===== src/deq_pkg.sv =====
// shared types and codes for the double-ended queue
package deq_pkg;

  localparam int OPCODE_W = 3;
  localparam int VALUE_W  = 32;
  localparam int STATUS_W = 2;

  // operation codes
  localparam logic [OPCODE_W-1:0] OP_PUSH_FRONT = 3'd0;
  localparam logic [OPCODE_W-1:0] OP_POP_FRONT  = 3'd1;
  localparam logic [OPCODE_W-1:0] OP_PUSH_BACK  = 3'd2;
  localparam logic [OPCODE_W-1:0] OP_POP_BACK   = 3'd3;
  localparam logic [OPCODE_W-1:0] OP_LIST_FRONT = 3'd4;
  localparam logic [OPCODE_W-1:0] OP_LIST_BACK  = 3'd5;

  // status codes
  localparam logic [STATUS_W-1:0] ST_OK    = 2'd0;
  localparam logic [STATUS_W-1:0] ST_EMPTY = 2'd1;
  localparam logic [STATUS_W-1:0] ST_FULL  = 2'd2;

  typedef struct packed {
    logic [OPCODE_W-1:0]       opcode;
    logic signed [VALUE_W-1:0] value;
  } cmd_t;

  typedef struct packed {
    logic signed [VALUE_W-1:0] out_value;
    logic [STATUS_W-1:0]       status;
    logic                      last;
  } result_t;

endpackage


===== src/deq_ring_store.sv =====
// ring store: one write port, one read port with registered read data
module deq_ring_store import deq_pkg::*; #(
  parameter int DEPTH  = 16,
  parameter int ADDR_W = 4
) (
  input  logic                      clk,
  input  logic                      wr_en,
  input  logic [ADDR_W-1:0]         wr_addr,
  input  logic signed [VALUE_W-1:0] wr_data,
  input  logic                      rd_en,
  input  logic [ADDR_W-1:0]         rd_addr,
  output logic signed [VALUE_W-1:0] rd_data
);

  logic signed [VALUE_W-1:0] mem [DEPTH];

  // write port
  always_ff @(posedge clk) begin
    if (wr_en) begin
      mem[wr_addr] <= wr_data;
    end
  end

  // read port with registered read data
  always_ff @(posedge clk) begin
    if (rd_en) begin
      rd_data <= mem[rd_addr];
    end
  end

endmodule


===== src/double_ended_queue_core.sv =====
// Bounded double-ended queue of signed 32-bit values held in a ring store.
// A beat is taken when start is high and busy is low. Push and pop keep busy
// low, so such items can follow every cycle; each gives one result on the
// cycle after it is taken. A listing of n entries reads the store once per
// entry through its single read port, emitting one entry per cycle starting
// the cycle after acceptance, and holds busy high until the last entry has
// been read. An empty listing gives one empty status result. Opcodes 6 and 7
// give no result. Results appear on result with result_valid for one cycle
// and cannot be stalled. No clearing pass is needed after reset.
module double_ended_queue_core import deq_pkg::*; #(
  parameter int CAPACITY = 16
) (
  input  logic    clk,
  input  logic    rst,
  input  logic    start,
  output logic    busy,
  input  cmd_t    cmd,
  output logic    result_valid,
  output result_t result
);

  localparam int IDX_W = $clog2(CAPACITY);
  localparam int CNT_W = $clog2(CAPACITY + 1);
  localparam int SUM_W = CNT_W + 1;

  typedef enum logic {S_IDLE, S_LIST} state_t;

  state_t             state;
  logic [IDX_W-1:0]   front;
  logic [CNT_W-1:0]   count;
  logic [IDX_W-1:0]   list_ptr;
  logic [CNT_W-1:0]   list_left;
  logic               list_back;
  logic [STATUS_W-1:0] rsp_status;
  logic               rsp_last;
  logic               rsp_from_mem;

  logic                      accept;
  logic                      full;
  logic                      empty;
  logic [IDX_W-1:0]          back_idx;
  logic [IDX_W-1:0]          tail_idx;
  logic                      wr_en;
  logic [IDX_W-1:0]          wr_addr;
  logic                      rd_en;
  logic [IDX_W-1:0]          rd_addr;
  logic signed [VALUE_W-1:0] rd_data;

  // ring arithmetic
  function automatic logic [IDX_W-1:0] ring_add(logic [IDX_W-1:0] base,
                                                logic [CNT_W-1:0] off);
    logic [SUM_W-1:0] s;
    s = SUM_W'(base) + SUM_W'(off);
    if (s >= SUM_W'(CAPACITY)) begin
      s = s - SUM_W'(CAPACITY);
    end
    return s[IDX_W-1:0];
  endfunction

  function automatic logic [IDX_W-1:0] ring_inc(logic [IDX_W-1:0] p);
    return (p == IDX_W'(CAPACITY - 1)) ? '0 : p + 1'b1;
  endfunction

  function automatic logic [IDX_W-1:0] ring_dec(logic [IDX_W-1:0] p);
    return (p == '0) ? IDX_W'(CAPACITY - 1) : p - 1'b1;
  endfunction

  assign busy     = (state == S_LIST);
  assign accept   = start && !busy;
  assign full     = (count == CNT_W'(CAPACITY));
  assign empty    = (count == '0);
  assign back_idx = ring_add(front, count - 1'b1);
  assign tail_idx = ring_add(front, count);

  // store access for the current beat or listing step
  always_comb begin
    wr_en   = 1'b0;
    wr_addr = tail_idx;
    rd_en   = 1'b0;
    rd_addr = front;
    if (state == S_LIST) begin
      rd_en   = 1'b1;
      rd_addr = list_ptr;
    end else if (accept) begin
      case (cmd.opcode)
        OP_PUSH_FRONT: begin
          wr_en   = !full;
          wr_addr = ring_dec(front);
        end
        OP_PUSH_BACK: begin
          wr_en = !full;
        end
        OP_POP_FRONT, OP_LIST_FRONT: begin
          rd_en = !empty;
        end
        OP_POP_BACK, OP_LIST_BACK: begin
          rd_en   = !empty;
          rd_addr = back_idx;
        end
        default: begin
          rd_en = 1'b0;
        end
      endcase
    end
  end

  deq_ring_store #(
    .DEPTH  (CAPACITY),
    .ADDR_W (IDX_W)
  ) u_store (
    .clk     (clk),
    .wr_en   (wr_en),
    .wr_addr (wr_addr),
    .wr_data (cmd.value),
    .rd_en   (rd_en),
    .rd_addr (rd_addr),
    .rd_data (rd_data)
  );

  // control, ring pointers and registered result fields
  always_ff @(posedge clk) begin
    if (rst) begin
      state        <= S_IDLE;
      front        <= '0;
      count        <= '0;
      list_left    <= '0;
      result_valid <= 1'b0;
    end else begin
      result_valid <= 1'b0;
      case (state)
        S_IDLE: begin
          if (accept) begin
            rsp_from_mem <= 1'b0;
            rsp_last     <= 1'b1;
            rsp_status   <= ST_OK;
            case (cmd.opcode)
              OP_PUSH_FRONT, OP_PUSH_BACK: begin
                result_valid <= 1'b1;
                if (full) begin
                  rsp_status <= ST_FULL;
                end else begin
                  count <= count + 1'b1;
                  if (cmd.opcode == OP_PUSH_FRONT) begin
                    front <= ring_dec(front);
                  end
                end
              end
              OP_POP_FRONT, OP_POP_BACK: begin
                result_valid <= 1'b1;
                if (empty) begin
                  rsp_status <= ST_EMPTY;
                end else begin
                  rsp_from_mem <= 1'b1;
                  count        <= count - 1'b1;
                  if (cmd.opcode == OP_POP_FRONT) begin
                    front <= ring_inc(front);
                  end
                end
              end
              OP_LIST_FRONT, OP_LIST_BACK: begin
                result_valid <= 1'b1;
                if (empty) begin
                  rsp_status <= ST_EMPTY;
                end else begin
                  rsp_from_mem <= 1'b1;
                  rsp_last     <= (count == CNT_W'(1));
                  list_left    <= count - 1'b1;
                  list_back    <= (cmd.opcode == OP_LIST_BACK);
                  list_ptr     <= (cmd.opcode == OP_LIST_BACK) ? ring_dec(back_idx)
                                                               : ring_inc(front);
                  if (count != CNT_W'(1)) begin
                    state <= S_LIST;
                  end
                end
              end
              default: begin
                result_valid <= 1'b0;
              end
            endcase
          end
        end
        S_LIST: begin
          result_valid <= 1'b1;
          rsp_from_mem <= 1'b1;
          rsp_status   <= ST_OK;
          rsp_last     <= (list_left == CNT_W'(1));
          list_left    <= list_left - 1'b1;
          list_ptr     <= list_back ? ring_dec(list_ptr) : ring_inc(list_ptr);
          if (list_left == CNT_W'(1)) begin
            state <= S_IDLE;
          end
        end
        default: begin
          state <= S_IDLE;
        end
      endcase
    end
  end

  // result beat
  always_comb begin
    result.out_value = rsp_from_mem ? rd_data : '0;
    result.status    = rsp_status;
    result.last      = rsp_last;
  end

  // checks
  a_count_bound: assert property (@(posedge clk) disable iff (rst)
    count <= CNT_W'(CAPACITY))
    else $error("entry count beyond capacity");

  a_list_emits: assert property (@(posedge clk) disable iff (rst)
    (state == S_LIST) |=> (result_valid && result.status == ST_OK))
    else $error("listing step gave no ok result");

  a_list_holds_count: assert property (@(posedge clk) disable iff (rst)
    (state == S_LIST) |=> $stable(count) && $stable(front))
    else $error("queue state moved during listing");

  a_push_grows: assert property (@(posedge clk) disable iff (rst)
    (accept && !full &&
     (cmd.opcode == OP_PUSH_FRONT || cmd.opcode == OP_PUSH_BACK))
    |=> (count == $past(count) + 1'b1))
    else $error("accepted push did not grow the queue");

  a_list_last: assert property (@(posedge clk) disable iff (rst)
    (state == S_LIST && list_left != CNT_W'(1)) |=> (state == S_LIST && !result.last))
    else $error("listing ended early");

endmodule

===== config.mk =====
export PLATFORM = sky130hd
export DESIGN_NAME = double_ended_queue_core
export DESIGN_NICKNAME = d
export VERILOG_FILES = /design/src/deq_pkg.sv /design/src/deq_ring_store.sv /design/src/double_ended_queue_core.sv
export SDC_FILE = /design/constraint.sdc
export NUM_CORES = 1
export LEC_CHECK = 0
export BUFFER_PORTS_ARGS = -buffer_cell sky130_fd_sc_hd__buf_2
export CORE_ASPECT_RATIO = 0.75
export CORE_MARGIN = 2
export CORE_UTILIZATION = 41
export CTS_CLUSTER_SIZE = 24
export DETAILED_ROUTE_END_ITERATION = 10
export PLACE_DENSITY_LB_ADDON = 0.25
export SLEW_MARGIN = 15
export SYNTH_ARGS = -nofsm -noshare
export SYNTH_HDL_FRONTEND = slang
export SYNTH_SLANG_ARGS = --single-unit

===== constraint.sdc =====
create_clock -name clk -period 7.4 [get_ports clk]
set_clock_uncertainty 0.15 [all_clocks]
set_input_delay 1.11 -clock clk [delete_from_list [all_inputs] [get_ports clk]]
set_output_delay 1.11 -clock clk [all_outputs]
set_load 0.05 [all_outputs]

==> results.toml <==
[status]
status = "finished clean"

[setup_path]
cp_max_fo = 76
cp_top_family = "buffers and inverters"
crit_path_start_kind = "register"
cp-end-kind = "register"
cp_slowest_cell = "o311a_4"
worstPathArrival_ns = 4.61
max_stage_delay_ns = 0.93
crit_chain = "clkinv_2 > nand2_1 > o311a_4 > buf_4 > nand3_1 > o211ai_1 > nand4_1"
cp.required_ns = 7.60
path_buf_inv = 2
worstSetupPathType = "reg2reg"

[yosys]
synth_xor_xnor_area_share = 0.007415
synth_top_area_share = 0.6150
synth_top_family_by_area = "compound AO/OA/AOI/OAI gates"
synthCells = 2429
synth_area_per_cell_um2 = 11.12
synth_cell_types = 54
yosys.area.top_type = "edfxtp_1"
syn-num-nets = 2487
synth_seq_cells = 569
synth.area.top_cells = "edfxtp_1, a21oi_1, mux2i_1"
synth-simple-area-share = 0.1094
synth_edf_count = 553
synthFlopType = "edfxtp_1"
synthAdderAreaFrac = 0.009824
synth_warnings = 0
synth-compound-area-share = 0.1585
synth_mux_area_frac = 0.05315
seq_area_frac_synth = 0.6269
synthArstFlopShare = 0
synth_area_um2 = 27000

[global_route]
grt_pass1_vias = 19700
grt_pass1_wl_mm = 123.8
overflow = 0
grt_usage = 0.2408
grt_max_degree = 107
antenna_found_initial = 4

[power]
vdd.ir_drop.worst_mv = 0.1954
p_per_area_nw_per_um2 = 255.6
clkPwrFrac = 0.393
p_leak_nw = 10.03
p_comb_frac = 0.135
power_frac_seq = 0.472
power.internal_w = 0.005639
p_sw_frac = 0.2662
p_switching_w = 0.002046

[clocking]
cts_buffer_depth = 3
clockRootBuffer = "clkbuf_16"
path_clk_slew_ns = 0.06
cts_tree = "built"
post_cts.repair.setup_buffers = 0
cts_resized = 0
postCtsHoldBufs = 0
numCtsBuffers = 57
clock_latency_ns = 0.63
htreeDepth = 2
clock_sinks = 569

[routing]
wl_per_cell_um = 24.89
antenna_left = 0
drc_errors = 0
vias = 20190
viasPerCell = 6.078
drtIter0Drc = 2563
drt_wl_total_mm = 82.66
dr.pass1.iters = 6

[run]
max_cap_violations = 0

[timing]
fmax_ghz = 0.2266
post-route-min-period_ns = 4.412
setup_viol = 0
setup_tns_ns = 0
fin_hold_ws_ns = 0.3176
hold_viol = 0
tightest_slew_ns = 1.176
period_share = 0.5963
slew_headroom = 0.2159
rsz0062_at_grt = "no"
report.final.slew_viol_count = 0

[cells_and_area]
final_cell_mix = "edfxtp_1, a21oi_1, nand2_1"
num-nets-final = 2459
drive_above_1_share = 0.1127
final_common_cell = "edfxtp_1"
syn2layout_area_growth_pct = 11.36

[min_path]
hold_class = "reg2reg"

[floorplanning]
die_h_um = 226.2
die_area_um2 = 67940
boundaryPins = 75
die_x_um = 300.3
core_area_um2 = 65170
start_util = 0.4143
num_rows = 81

[place]
place_congestion = 0.8421
port-buffer-count = 74
place_hpwl_mm = 40.52
-- sequential cells by signal, indices dropped and copies added (netlist names) --
signal and count:
busy 1, u_store.rd_data 32, rsp_from_mem 1, rsp_status 2, count 5, list_ptr 4, rsp_last 1, front 4
list_left 5, list_back 1, u_store.mem 512, result_valid 1
-- tightest hold or removal path: cells and delay by family (launching register included) --
kind | cells | cell delay [ns]
and+or+nand+nor | 1 | 0.06
DFF | 1 | 0.31
AOI/OAI and AO/OA | 1 | 0.05
-- cell type report --
| class | instances | area [um2] |
|---|---|---|
| fill | 5846 | 35100 |
| sequential | 569 | 16930 |
| multi-input combinational | 1639 | 9328 |
| clock buffer | 64 | 1474 |
| tap | 871 | 1090 |
| timing repair buffer | 116 | 710.7 |
| clock inverter | 43 | 457.9 |
| inverter | 18 | 75.07 |
| antenna | 1 | 2.502 |
-- synthesized netlist by cell type, types with 4 or more instances --
cell type,count
a21oi_1,431
a31oi_1,67
and2_1,35
buf_1,13
buf_2,61
clkbuf_1,123
dfxtp_1,16
edfxtp_1,553
ha_1,18
inv_1,16
mux2_2,35
mux2i_1,104
nand2_1,254
nand2b_1,4
nand3_1,103
nand4_1,33
nor2_1,235
nor2b_1,5
nor3_1,5
nor4_1,5
o211ai_1,98
o21ai_0,143
xnor2_1,13
xor2_1,8
-- logic make-up (layout without fill, tap and decap cells) --
kind of cell,after synthesis,count (layout)
flip-flops,569,569
adder cells (fa/ha/maj),20,20
other,0,1
buffers and inverters,221,241
XOR/XNOR,22,22
multiplexers,139,139
AND/OR/NAND/NOR,688,688
AO/OA/AOI/OAI,770,770
-- metal layers --
metal  track usage  vias to the layer above  part of all wire
met1        0.3269                     9961              0.41
met4       0.07242                        4             0.025
met5             0                        -           0.00036
met2        0.3971                     1060              0.47
met3       0.03992                      164             0.092
li1              -                     8996                 -
-- path summary, 6_finish.rpt --
path	startpoint	to	cells after the start	slack, ns
max	list_ptr[0]	u_store.rd_data[25]	7	2.99
min	list_left[4]	list_left[4]	2	0.32
max reg2reg	list_ptr[0]	u_store.rd_data[25]	7	2.99
min reg2reg	list_left[4]	list_left[4]	2	0.32
-- power groups by stage --
stage | Combinational [W] | Sequential, W | Clock, W
global placement | 0.00100 | 0.00370 | 0
floorplan | 0.000685 | 0.00369 | 0
finish | 0.00104 | 0.00363 | 0.00302
detailed placement | 0.00102 | 0.00370 | 0
global route | 0.00113 | 0.00363 | 0.00319
CTS | 0.00103 | 0.00363 | 0.00307
-- stage by stage --
step | instances | worst slack [ns] | total power (W) | instance area (um2) | utilization
after global placement | 3213 | 2.892 | 0.004700 | 28130 | 0.4317
final | 3321 | 2.988 | 0.007685 | 30070 | 0.4614
after global routing | 3321 | 2.748 | 0.007948 | 30070 | 0.4614
after floorplan | 2429 | 3.104 | 0.004372 | 27000 | -
after CTS | 3320 | 2.995 | 0.007726 | 30070 | 0.4614
after detailed placement | 3213 | 2.870 | 0.004720 | 28130 | 0.4317
Power figures use the tool's default switching activity.
